--- src/rtl/lbcg_pkg.sv ---
package lbcg_pkg;

	localparam int unsigned NUM_CORES = 4;
	localparam int unsigned MIN_CORES = 1;
	localparam int unsigned LOAD_W = 10;
	localparam int unsigned CNT_W = 3;
	localparam int unsigned LOCK_W = 16;
	localparam int unsigned NUM_BANDS = 4;

	// 4 bits so that a count of eight still compares correctly
	localparam logic [3:0] CORES_CMP = 4'(NUM_CORES);
	localparam logic [CNT_W-1:0] CORES_TGT = CNT_W'(NUM_CORES);
	localparam logic [CNT_W-1:0] MIN_TGT = CNT_W'(MIN_CORES);

	localparam logic [CNT_W-1:0] RST_MIN_ONLINE = 3'd2;
	localparam logic [CNT_W-1:0] RST_MAX_ONLINE = 3'd4;
	localparam logic [CNT_W-1:0] RST_BOOST_CORES = 3'd2;
	localparam logic [LOCK_W-1:0] RST_LOCK_TICKS = 16'd2000;

	// band i gives target i+1: down < avg <= up
	localparam logic [LOAD_W-1:0] BAND_UP [NUM_BANDS] = '{10'd50, 10'd100, 10'd150, 10'd410};
	localparam logic [LOAD_W-1:0] BAND_DOWN [NUM_BANDS] = '{10'd0, 10'd40, 10'd80, 10'd140};

	typedef enum logic [1:0] {
		KIND_EVAL    = 2'd0,
		KIND_TICK    = 2'd1,
		KIND_SUSPEND = 2'd2,
		KIND_RESUME  = 2'd3
	} kind_t;

	typedef enum logic [1:0] {
		ACT_NONE = 2'd0,
		ACT_UP   = 2'd1,
		ACT_DOWN = 2'd2
	} action_t;

	typedef enum logic [1:0] {
		REG_MIN_ONLINE  = 2'd0,
		REG_MAX_ONLINE  = 2'd1,
		REG_BOOST_CORES = 2'd2,
		REG_LOCK_TICKS  = 2'd3
	} reg_idx_t;

	// first matching band wins, no match gives zero
	function automatic logic [CNT_W-1:0] band_target(input logic [LOAD_W-1:0] avg);
		logic [CNT_W-1:0] t;
		t = '0;
		for (int i = NUM_BANDS - 1; i >= 0; i--) begin
			if (avg <= BAND_UP[i] && avg > BAND_DOWN[i])
				t = CNT_W'(i + 1);
		end
		return t;
	endfunction

endpackage

--- src/rtl/lbcg_in_if.sv ---
interface lbcg_in_if;
	logic       valid;
	logic       ready;
	logic [1:0] kind;
	logic [9:0] load_sample;
	logic [2:0] online_count;
	logic       boost_request;

	modport source (
		output valid, kind, load_sample, online_count, boost_request,
		input  ready
	);
	modport sink (
		input  valid, kind, load_sample, online_count, boost_request,
		output ready
	);
endinterface

--- src/rtl/lbcg_out_if.sv ---
interface lbcg_out_if;
	logic       valid;
	logic       ready;
	logic [1:0] action;
	logic [2:0] target_cores;
	logic [9:0] average_load;
	logic       lock_active;

	modport source (
		output valid, action, target_cores, average_load, lock_active,
		input  ready
	);
	modport sink (
		input  valid, action, target_cores, average_load, lock_active,
		output ready
	);
endinterface

--- src/rtl/lbcg_cfg_if.sv ---
interface lbcg_cfg_if;
	logic        valid;
	logic        ready;
	logic [1:0]  index;
	logic [15:0] data;

	modport source (
		output valid, index, data,
		input  ready
	);
	modport sink (
		input  valid, index, data,
		output ready
	);
endinterface

--- src/rtl/load_based_core_count_governor_unit.sv ---
// channel | dir | word                                          | accepted when
// req     | in  | kind, load_sample, online_count, boost_request | req.valid && req.ready
// rsp     | out | action, target_cores, average_load, lock_active | rsp.valid && rsp.ready
// cfg     | in  | index, data                                   | cfg.valid && cfg.ready
//
// one word per cycle sustained while rsp is not stalled; each word is held in the input
// register and is then loaded into the result register, from which its result is offered.
// the path from input register to result register (history sum update, reciprocal multiply
// for the average, band lookup and clamp) sets the cycle time.
// reset clears the history ring, the lock counter and the suspend flag and loads the
// register defaults; a stalled rsp holds the result and the input register, and req.ready
// drops only while both are full. cfg is always ready.
module load_based_core_count_governor_unit #(
	parameter int unsigned HIST_LEN = 10
) (
	input logic        clk,
	input logic        arst_n,
	lbcg_in_if.sink    req,
	lbcg_out_if.source rsp,
	lbcg_cfg_if.sink   cfg
);
	import lbcg_pkg::*;

	logic              vld_s1;
	kind_t             kind_s1;
	logic [LOAD_W-1:0] sample_s1;
	logic [CNT_W-1:0]  online_s1;
	logic              boost_s1;

	logic [CNT_W-1:0]  min_q;
	logic [CNT_W-1:0]  max_q;
	logic [CNT_W-1:0]  boost_q;
	logic [LOCK_W-1:0] lock_ticks_q;

	logic [LOCK_W-1:0] lock_q;
	logic              susp_q;
	logic              out_vld_q;

	logic              out_free;
	logic              fire_s1;
	logic              eval_en;
	logic [LOAD_W-1:0] avg;
	logic [CNT_W-1:0]  band;
	logic [CNT_W-1:0]  clamped;
	action_t           act;
	logic [CNT_W-1:0]  tgt;
	logic [LOCK_W-1:0] lock_d;
	logic              susp_d;

	assign out_free = !out_vld_q || rsp.ready;
	assign fire_s1 = vld_s1 && out_free;
	assign req.ready = !vld_s1 || out_free;
	assign cfg.ready = 1'b1;
	assign rsp.valid = out_vld_q;
	assign eval_en = fire_s1 && kind_s1 == KIND_EVAL && !susp_q;

	always_ff @(posedge clk or negedge arst_n) begin
		if (!arst_n)
			vld_s1 <= 1'b0;
		else if (req.ready)
			vld_s1 <= req.valid;
	end

	always_ff @(posedge clk) begin
		if (req.valid && req.ready) begin
			kind_s1 <= kind_t'(req.kind);
			sample_s1 <= req.load_sample;
			online_s1 <= req.online_count;
			boost_s1 <= req.boost_request;
		end
	end

	always_ff @(posedge clk or negedge arst_n) begin
		if (!arst_n) begin
			min_q <= RST_MIN_ONLINE;
			max_q <= RST_MAX_ONLINE;
			boost_q <= RST_BOOST_CORES;
			lock_ticks_q <= RST_LOCK_TICKS;
		end else if (cfg.valid) begin
			unique case (reg_idx_t'(cfg.index))
				REG_MIN_ONLINE:  min_q <= cfg.data[CNT_W-1:0];
				REG_MAX_ONLINE:  max_q <= cfg.data[CNT_W-1:0];
				REG_BOOST_CORES: boost_q <= cfg.data[CNT_W-1:0];
				REG_LOCK_TICKS:  lock_ticks_q <= cfg.data[LOCK_W-1:0];
				default: ;
			endcase
		end
	end

	lbcg_history #(
		.HIST_LEN(HIST_LEN)
	) u_hist (
		.clk    (clk),
		.arst_n (arst_n),
		.wr_en  (eval_en),
		.sample (sample_s1),
		.avg    (avg)
	);

	assign band = band_target(avg);
	assign clamped = (band > max_q) ? max_q : ((band < min_q) ? min_q : band);

	always_comb begin
		act = ACT_NONE;
		tgt = '0;
		lock_d = lock_q;
		susp_d = susp_q;
		case (kind_s1)
			KIND_TICK: begin
				if (lock_q != '0)
					lock_d = lock_q - 1'b1;
			end
			KIND_SUSPEND: begin
				lock_d = '0;
				susp_d = 1'b1;
				act = ACT_DOWN;
				tgt = MIN_TGT;
			end
			KIND_RESUME: begin
				susp_d = 1'b0;
				act = ACT_UP;
				tgt = CORES_TGT;
				lock_d = lock_ticks_q;
			end
			KIND_EVAL: begin
				if (!susp_q) begin
					// all-cores and single-core locks come before boost and bands
					if ({1'b0, min_q} == CORES_CMP) begin
						if (online_s1 != min_q) begin
							act = ACT_UP;
							tgt = min_q;
						end
					end else if (max_q == MIN_TGT) begin
						if (online_s1 != max_q) begin
							act = ACT_DOWN;
							tgt = max_q;
						end
					end else if (boost_s1 && online_s1 < boost_q) begin
						act = ACT_UP;
						tgt = boost_q;
					end else if (clamped > online_s1) begin
						act = ACT_UP;
						tgt = clamped;
					end else if (clamped < online_s1) begin
						act = ACT_DOWN;
						tgt = clamped;
					end
					if (act == ACT_UP)
						lock_d = lock_ticks_q;
					// lowering is held off while the down-lock runs
					if (act == ACT_DOWN && lock_q != '0) begin
						act = ACT_NONE;
						tgt = '0;
					end
				end
			end
			default: ;
		endcase
	end

	always_ff @(posedge clk or negedge arst_n) begin
		if (!arst_n) begin
			lock_q <= '0;
			susp_q <= 1'b0;
			out_vld_q <= 1'b0;
		end else begin
			if (fire_s1) begin
				lock_q <= lock_d;
				susp_q <= susp_d;
			end
			if (fire_s1)
				out_vld_q <= 1'b1;
			else if (rsp.ready)
				out_vld_q <= 1'b0;
		end
	end

	always_ff @(posedge clk) begin
		if (fire_s1) begin
			rsp.action <= act;
			rsp.target_cores <= tgt;
			rsp.average_load <= avg;
			rsp.lock_active <= (lock_d != '0);
		end
	end

`ifndef ASSERT_OFF
	a_none_no_target: assert property (@(posedge clk) disable iff (!arst_n)
		rsp.valid && rsp.action == ACT_NONE |-> rsp.target_cores == '0)
		else $error("no-change result carries a target");

	a_down_unlocked: assert property (@(posedge clk) disable iff (!arst_n)
		rsp.valid && rsp.action == ACT_DOWN |-> !rsp.lock_active)
		else $error("take-down result issued while lock active");

	a_suspend_clears: assert property (@(posedge clk) disable iff (!arst_n)
		fire_s1 && kind_s1 == KIND_SUSPEND |=> lock_q == '0 && susp_q)
		else $error("suspend left lock or flag wrong");

	a_full_blocks: assert property (@(posedge clk) disable iff (!arst_n)
		vld_s1 && !out_free |-> !req.ready)
		else $error("input taken while both stages full");
`endif

endmodule

--- src/rtl/lbcg_history.sv ---
module lbcg_history #(
	parameter int unsigned HIST_LEN = 10
) (
	input  logic                         clk,
	input  logic                         arst_n,
	input  logic                         wr_en,
	input  logic [lbcg_pkg::LOAD_W-1:0]  sample,
	output logic [lbcg_pkg::LOAD_W-1:0]  avg
);
	import lbcg_pkg::*;

	localparam int unsigned SUM_W = $clog2(HIST_LEN * ((1 << LOAD_W) - 1) + 1);
	localparam int unsigned SLOT_W = (HIST_LEN > 1) ? $clog2(HIST_LEN) : 1;
	// exact reciprocal for every sum below 2**SUM_W
	localparam int unsigned SHIFT = SUM_W + $clog2(HIST_LEN);
	localparam int unsigned RECIP_W = SHIFT + 1;
	localparam logic [63:0] RECIP64 = ((64'd1 << SHIFT) + 64'(HIST_LEN) - 64'd1)
		/ 64'(HIST_LEN);
	localparam logic [RECIP_W-1:0] RECIP = RECIP64[RECIP_W-1:0];
	localparam logic [SLOT_W-1:0] LAST_SLOT = SLOT_W'(HIST_LEN - 1);

	logic [LOAD_W-1:0]        ring_q [HIST_LEN];
	logic [SLOT_W-1:0]        slot_q;
	logic [SUM_W-1:0]         sum_q;
	logic [SUM_W-1:0]         sum_new;
	logic [SUM_W+RECIP_W-1:0] prod;

	// wraps mod 2**SUM_W on the way, the final sum is exact
	assign sum_new = wr_en ? sum_q - SUM_W'(ring_q[slot_q]) + SUM_W'(sample) : sum_q;
	assign prod = (SUM_W + RECIP_W)'(sum_new) * (SUM_W + RECIP_W)'(RECIP);
	assign avg = prod[SHIFT +: LOAD_W];

	always_ff @(posedge clk or negedge arst_n) begin
		if (!arst_n) begin
			for (int i = 0; i < HIST_LEN; i++)
				ring_q[i] <= '0;
			slot_q <= '0;
			sum_q <= '0;
		end else if (wr_en) begin
			ring_q[slot_q] <= sample;
			slot_q <= (slot_q == LAST_SLOT) ? '0 : slot_q + 1'b1;
			sum_q <= sum_new;
		end
	end

endmodule
--- src/flat_wrapper.sv ---
// flat-port wrapper written by rule: the top's interface ports become plain ports
module load_based_core_count_governor_unit_flat import lbcg_pkg::*;
#(
	parameter int unsigned HIST_LEN = 10
)
  (clk, arst_n, req_valid, req_kind, req_load_sample, req_online_count, req_boost_request, req_ready, rsp_valid, rsp_action, rsp_target_cores, rsp_average_load, rsp_lock_active, rsp_ready, cfg_valid, cfg_index, cfg_data, cfg_ready);
  lbcg_in_if req_i ();
  lbcg_out_if rsp_i ();
  lbcg_cfg_if cfg_i ();
  input logic clk;
  input logic arst_n;
  input wire logic [$bits(req_i.valid)-1:0] req_valid;
  input wire logic [$bits(req_i.kind)-1:0] req_kind;
  input wire logic [$bits(req_i.load_sample)-1:0] req_load_sample;
  input wire logic [$bits(req_i.online_count)-1:0] req_online_count;
  input wire logic [$bits(req_i.boost_request)-1:0] req_boost_request;
  output wire logic [$bits(req_i.ready)-1:0] req_ready;
  output wire logic [$bits(rsp_i.valid)-1:0] rsp_valid;
  output wire logic [$bits(rsp_i.action)-1:0] rsp_action;
  output wire logic [$bits(rsp_i.target_cores)-1:0] rsp_target_cores;
  output wire logic [$bits(rsp_i.average_load)-1:0] rsp_average_load;
  output wire logic [$bits(rsp_i.lock_active)-1:0] rsp_lock_active;
  input wire logic [$bits(rsp_i.ready)-1:0] rsp_ready;
  input wire logic [$bits(cfg_i.valid)-1:0] cfg_valid;
  input wire logic [$bits(cfg_i.index)-1:0] cfg_index;
  input wire logic [$bits(cfg_i.data)-1:0] cfg_data;
  output wire logic [$bits(cfg_i.ready)-1:0] cfg_ready;
  assign req_i.valid = req_valid;
  assign req_i.kind = req_kind;
  assign req_i.load_sample = req_load_sample;
  assign req_i.online_count = req_online_count;
  assign req_i.boost_request = req_boost_request;
  assign req_ready = req_i.ready;
  assign rsp_valid = rsp_i.valid;
  assign rsp_action = rsp_i.action;
  assign rsp_target_cores = rsp_i.target_cores;
  assign rsp_average_load = rsp_i.average_load;
  assign rsp_lock_active = rsp_i.lock_active;
  assign rsp_i.ready = rsp_ready;
  assign cfg_i.valid = cfg_valid;
  assign cfg_i.index = cfg_index;
  assign cfg_i.data = cfg_data;
  assign cfg_ready = cfg_i.ready;
  load_based_core_count_governor_unit #(.HIST_LEN(HIST_LEN)) u_core (.clk(clk), .arst_n(arst_n), .req(req_i), .rsp(rsp_i), .cfg(cfg_i));
endmodule
--- config.mk ---
export PLATFORM = sky130hd
export DESIGN_NAME = load_based_core_count_governor_unit_flat
export DESIGN_NICKNAME = d
export VERILOG_FILES = /design/src/rtl/lbcg_pkg.sv /design/src/rtl/lbcg_in_if.sv /design/src/rtl/lbcg_out_if.sv /design/src/rtl/lbcg_cfg_if.sv /design/src/rtl/load_based_core_count_governor_unit.sv /design/src/rtl/lbcg_history.sv /design/src/flat_wrapper.sv
export SDC_FILE = /design/constraint.sdc
export NUM_CORES = 1
export LEC_CHECK = 0
export BUFFER_PORTS_ARGS = -buffer_cell sky130_fd_sc_hd__buf_2
export CAP_MARGIN = 40
export CELL_PAD_IN_SITES_DETAIL_PLACEMENT = 0
export CELL_PAD_IN_SITES_GLOBAL_PLACEMENT = 1
export CORE_MARGIN = 2
export CORE_UTILIZATION = 30
export CTS_BUF_LIST = sky130_fd_sc_hd__clkbuf_8
export DETAILED_ROUTE_END_ITERATION = 8
export PLACE_DENSITY = 0.59
export SETUP_SLACK_MARGIN = 0.1
export SLEW_MARGIN = 20
export SYNTH_ARGS = -nofsm -noshare
export SYNTH_HDL_FRONTEND = slang
export SYNTH_HIERARCHICAL = 1
export SYNTH_SLANG_ARGS = --single-unit
export TNS_END_PERCENT = 20
--- constraint.sdc ---
create_clock -name clk -period 26.2 [get_ports clk]
set_clock_uncertainty 0.05 [all_clocks]
set_input_delay 3.93 -clock clk [delete_from_list [all_inputs] [get_ports clk]]
set_output_delay 3.93 -clock clk [all_outputs]
set_load 0.005 [all_outputs]
==> impl_results.md <==
- Result of the run: finished, final reports clean
- Post-route worst setup slack: 10.70 ns
- Row Count: 79
- Core box area: 0.0465 mm2
- Synth warn: 6
- Drt pass-1 iters: 5
- GR Layer Usage met2: 24.5%
- Clk_lat worst skew: 0.57 ns
- Met1 Track Usage GR: 20.7%
- Clock root buffer: clkbuf_8
- Critical Path Max Stage Delay: 0.55 ns
- Area grow syn2layout: 10.6%
- Clock transition at path regs: 0.10 ns
- Num CTS Buffers: 17
- Chip Width: 221 um
- Hold Crit Depth: 2
- Final-report setup violation count: 0
- Vias in the first global route: 9940
- Utilization after layout: 33.5%
- Placed cell area: 0.0151 mm2
- Most frequent cells in the layout: 187 x inv_1, 152 x dfrtp_1, 125 x ha_1, 119 x nand2_1, 90 x mux2_2
- First-pass GRT wire length: 55800 um
- Initial DRC Count: 530
- Setup TNS: 0 ns
- Vias: 9687
- Final Cell Area: 0.0156 mm2
- Max Root-Sink Buffers: 2
- Setup Fix Bufs, Post-CTS: 0
- Critical path class: input port to flop
- CP startpoint kind: input port
- Gpl congestion: 0.793
- Share of layout cells above drive strength 1: 19.1%
- # port buffers: 56
- Synth Area per Inst: 10.6 um2
- Type of the worst min-delay path: flop to flop
- CP required: 26.42 ns
- Gr ovfl total: 0
- Worst-path maximum fanout: 40
- CTS tree: yes
- Max_cap viols: 0
- Filler cell count: 4755
- Crit path time final: 15.50 ns
- Busiest grt layer: met2
- Max-slew headroom at the worst pin: 40.8%
- Distinct cells, synth: 94
- Die ar.: 0.0487 mm2
- Slowest library cell on the worst path: fa_1
- Slew Limit Fails: 0
- Crit end category: flop
- FMAX: 64.5 MHz
- CP arrival: 15.72 ns
- FFs w/ async S/R, synth: 83.5%
- Post-Syn Instances: 1327
- CTS H-Tree Depth: 4
- Per-cell routed wire length: 17.1 um
- Post-cts sizing count: 0
- Commonest non-fill, non-tap cell in the layout: inv_1
- End of the worst register-to-register path: u_core/rsp.lock_active$_DFFE_PP_
- Cts hold-fix bufs: 0
- Slew at the pin with the worst max-slew slack: 0.865 ns
- Post-synth EDFFs: 32
- DP HPWL: 25600 um
- Dominant synthesized flop cell: dfrtp_1
- Hold path endpoint: u_core/u_hist/ring_q[87]$_DFFE_PN0P_
- Hold Violations, Final: 0
- Launch point of the worst reg-to-reg path: u_core/u_hist/slot_q[3]$_DFFE_PN0P_
- Antenna violations before repair: 0
- Pre-CTS WS: 9.73 ns
- Routed Wire Length: 34200 um
- Mapped cell area: 0.0141 mm2
- Vias per inst: 4.85
- Die H: 221 um
- Clock sink count: 194
- Nets: 1608
- Io pins: 58
- Met3 GRT Util: 3.00%
- Reg-to-reg setup timing slack: 11.48 ns
- Largest net degree at the start of global routing: 57
- Post-synthesis sequential area ratio: 35.7%
- Hold wc startpoint: u_core/u_hist/ring_q[87]$_DFFE_PN0P_
- Count of state elements after synthesis: 194
- RSZ-0062 raised after global routing: no
- Worst-case reg-to-reg path depth: 51
- DRC viols: 0
- GRT Total Usage: 15.1%
- Initial core utilization: 30.3%
- Syn_nets: 1560
- Post-route ant nets: 0
- Crit share post-route: 59.2%
-- registers in the layout (all words and copies together) (netlist names) --
register	cells
u_core/boost_q	3
u_core/boost_s1	1
u_core/kind_s1	2
u_core/lock_q	16
u_core/lock_ticks_q	16
u_core/max_q	3
u_core/min_q	3
u_core/online_s1	3
u_core/rsp.action	2
u_core/rsp.average_load	10
u_core/rsp.lock_active	1
u_core/rsp.target_cores	3
u_core/rsp.valid	1
u_core/sample_s1	10
u_core/susp_q	1
u_core/u_hist/ring_q	100
u_core/u_hist/slot_q	4
u_core/u_hist/sum_q	14
u_core/vld_s1	1
-- worst max-delay path by stage --
stage,start,to,depth (start not counted)
5_1_grt,rsp_ready,u_core/rsp.lock_active$_DFFE_PP_,47
3_3_place_gp,rsp_ready,u_core/rsp.lock_active$_DFFE_PP_,46
2_1_floorplan,rsp_ready,u_core/rsp.lock_active$_DFFE_PP_,48
4_1_cts,rsp_ready,u_core/rsp.lock_active$_DFFE_PP_,46
6_report,rsp_ready,u_core/rsp.lock_active$_DFFE_PP_,47
3_5_place_dp,rsp_ready,u_core/rsp.lock_active$_DFFE_PP_,46
-- synth_stat cells (10+ instances only) --
cell type  count  area, um2
mux4_2        20        450
dfrtp_1      153       3830
xnor2_1       19        166
inv_1        187        702
nor3_1        16       80.1
nand3_1       19       95.1
clkbuf_1      30        113
mux2_2        90       1010
edfxtp_1      32        961
buf_4         11       82.6
a211oi_1      11       82.6
mux2i_1       35        350
ha_1         125       1560
nor2_1        44        165
a21oi_1       30        150
o22ai_1       10       62.6
o21ai_0       84        420
fa_1          69       1380
nand2_1      119        447
nand2b_1      18        113
-- final cells by class --
class	instances	area, um2	share of cell area, %
tap	607	759	4.88
clock buffer	17	234	1.50
antenna	1	2.50	0.0161
clock inverter	15	229	1.47
timing repair buffer	79	503	3.23
multi-input combinational	893	8100	52.0
inverter	190	713	4.58
sequential	194	5030	32.3
-- kinds of logic (layout without fill, tap and decap cells) --
group	after synthesis	after routing	share of synthesized area, %
other cells	1	2	0.0266
buf+inv	240	301	6.86
flops	194	194	35.7
compound gates	237	237	11.3
simple gates	290	290	10.7
xor+xnor	26	26	1.62
mux	145	145	12.9
fa+ha+maj	194	194	20.9
-- routing by layer --
metal | wire length, um | vias up
li1 | - | 4730
met1 | 16600 | 4823
met2 | 16000 | 113
met3 | 1070 | 21
met4 | 384 | 0
met5 | 0 | -
-- metrics by stage --
stage          hold slack (ns)  instances
3_3_place_gp             0.408       1955
2_1_floorplan            0.395       1327
3_5_place_dp             0.417       1961
6_report                 0.439       1996
5_1_grt                  0.467       1995
4_1_cts                  0.443       1993
-- critical path: cells and delay by family --
kind	cells	cell delay, ns
AO/OA/AOI/OAI	13	3.23
AND/OR/NAND/NOR	13	2.69
adder cells (fa/ha/maj)	10	3.70
buffers and inverters	8	1.09
multiplexers	3	1.05
Power is left out: the tool's default activity adds up to more than one toggle a clock period on the data nets, which glitch-free logic cannot reach.
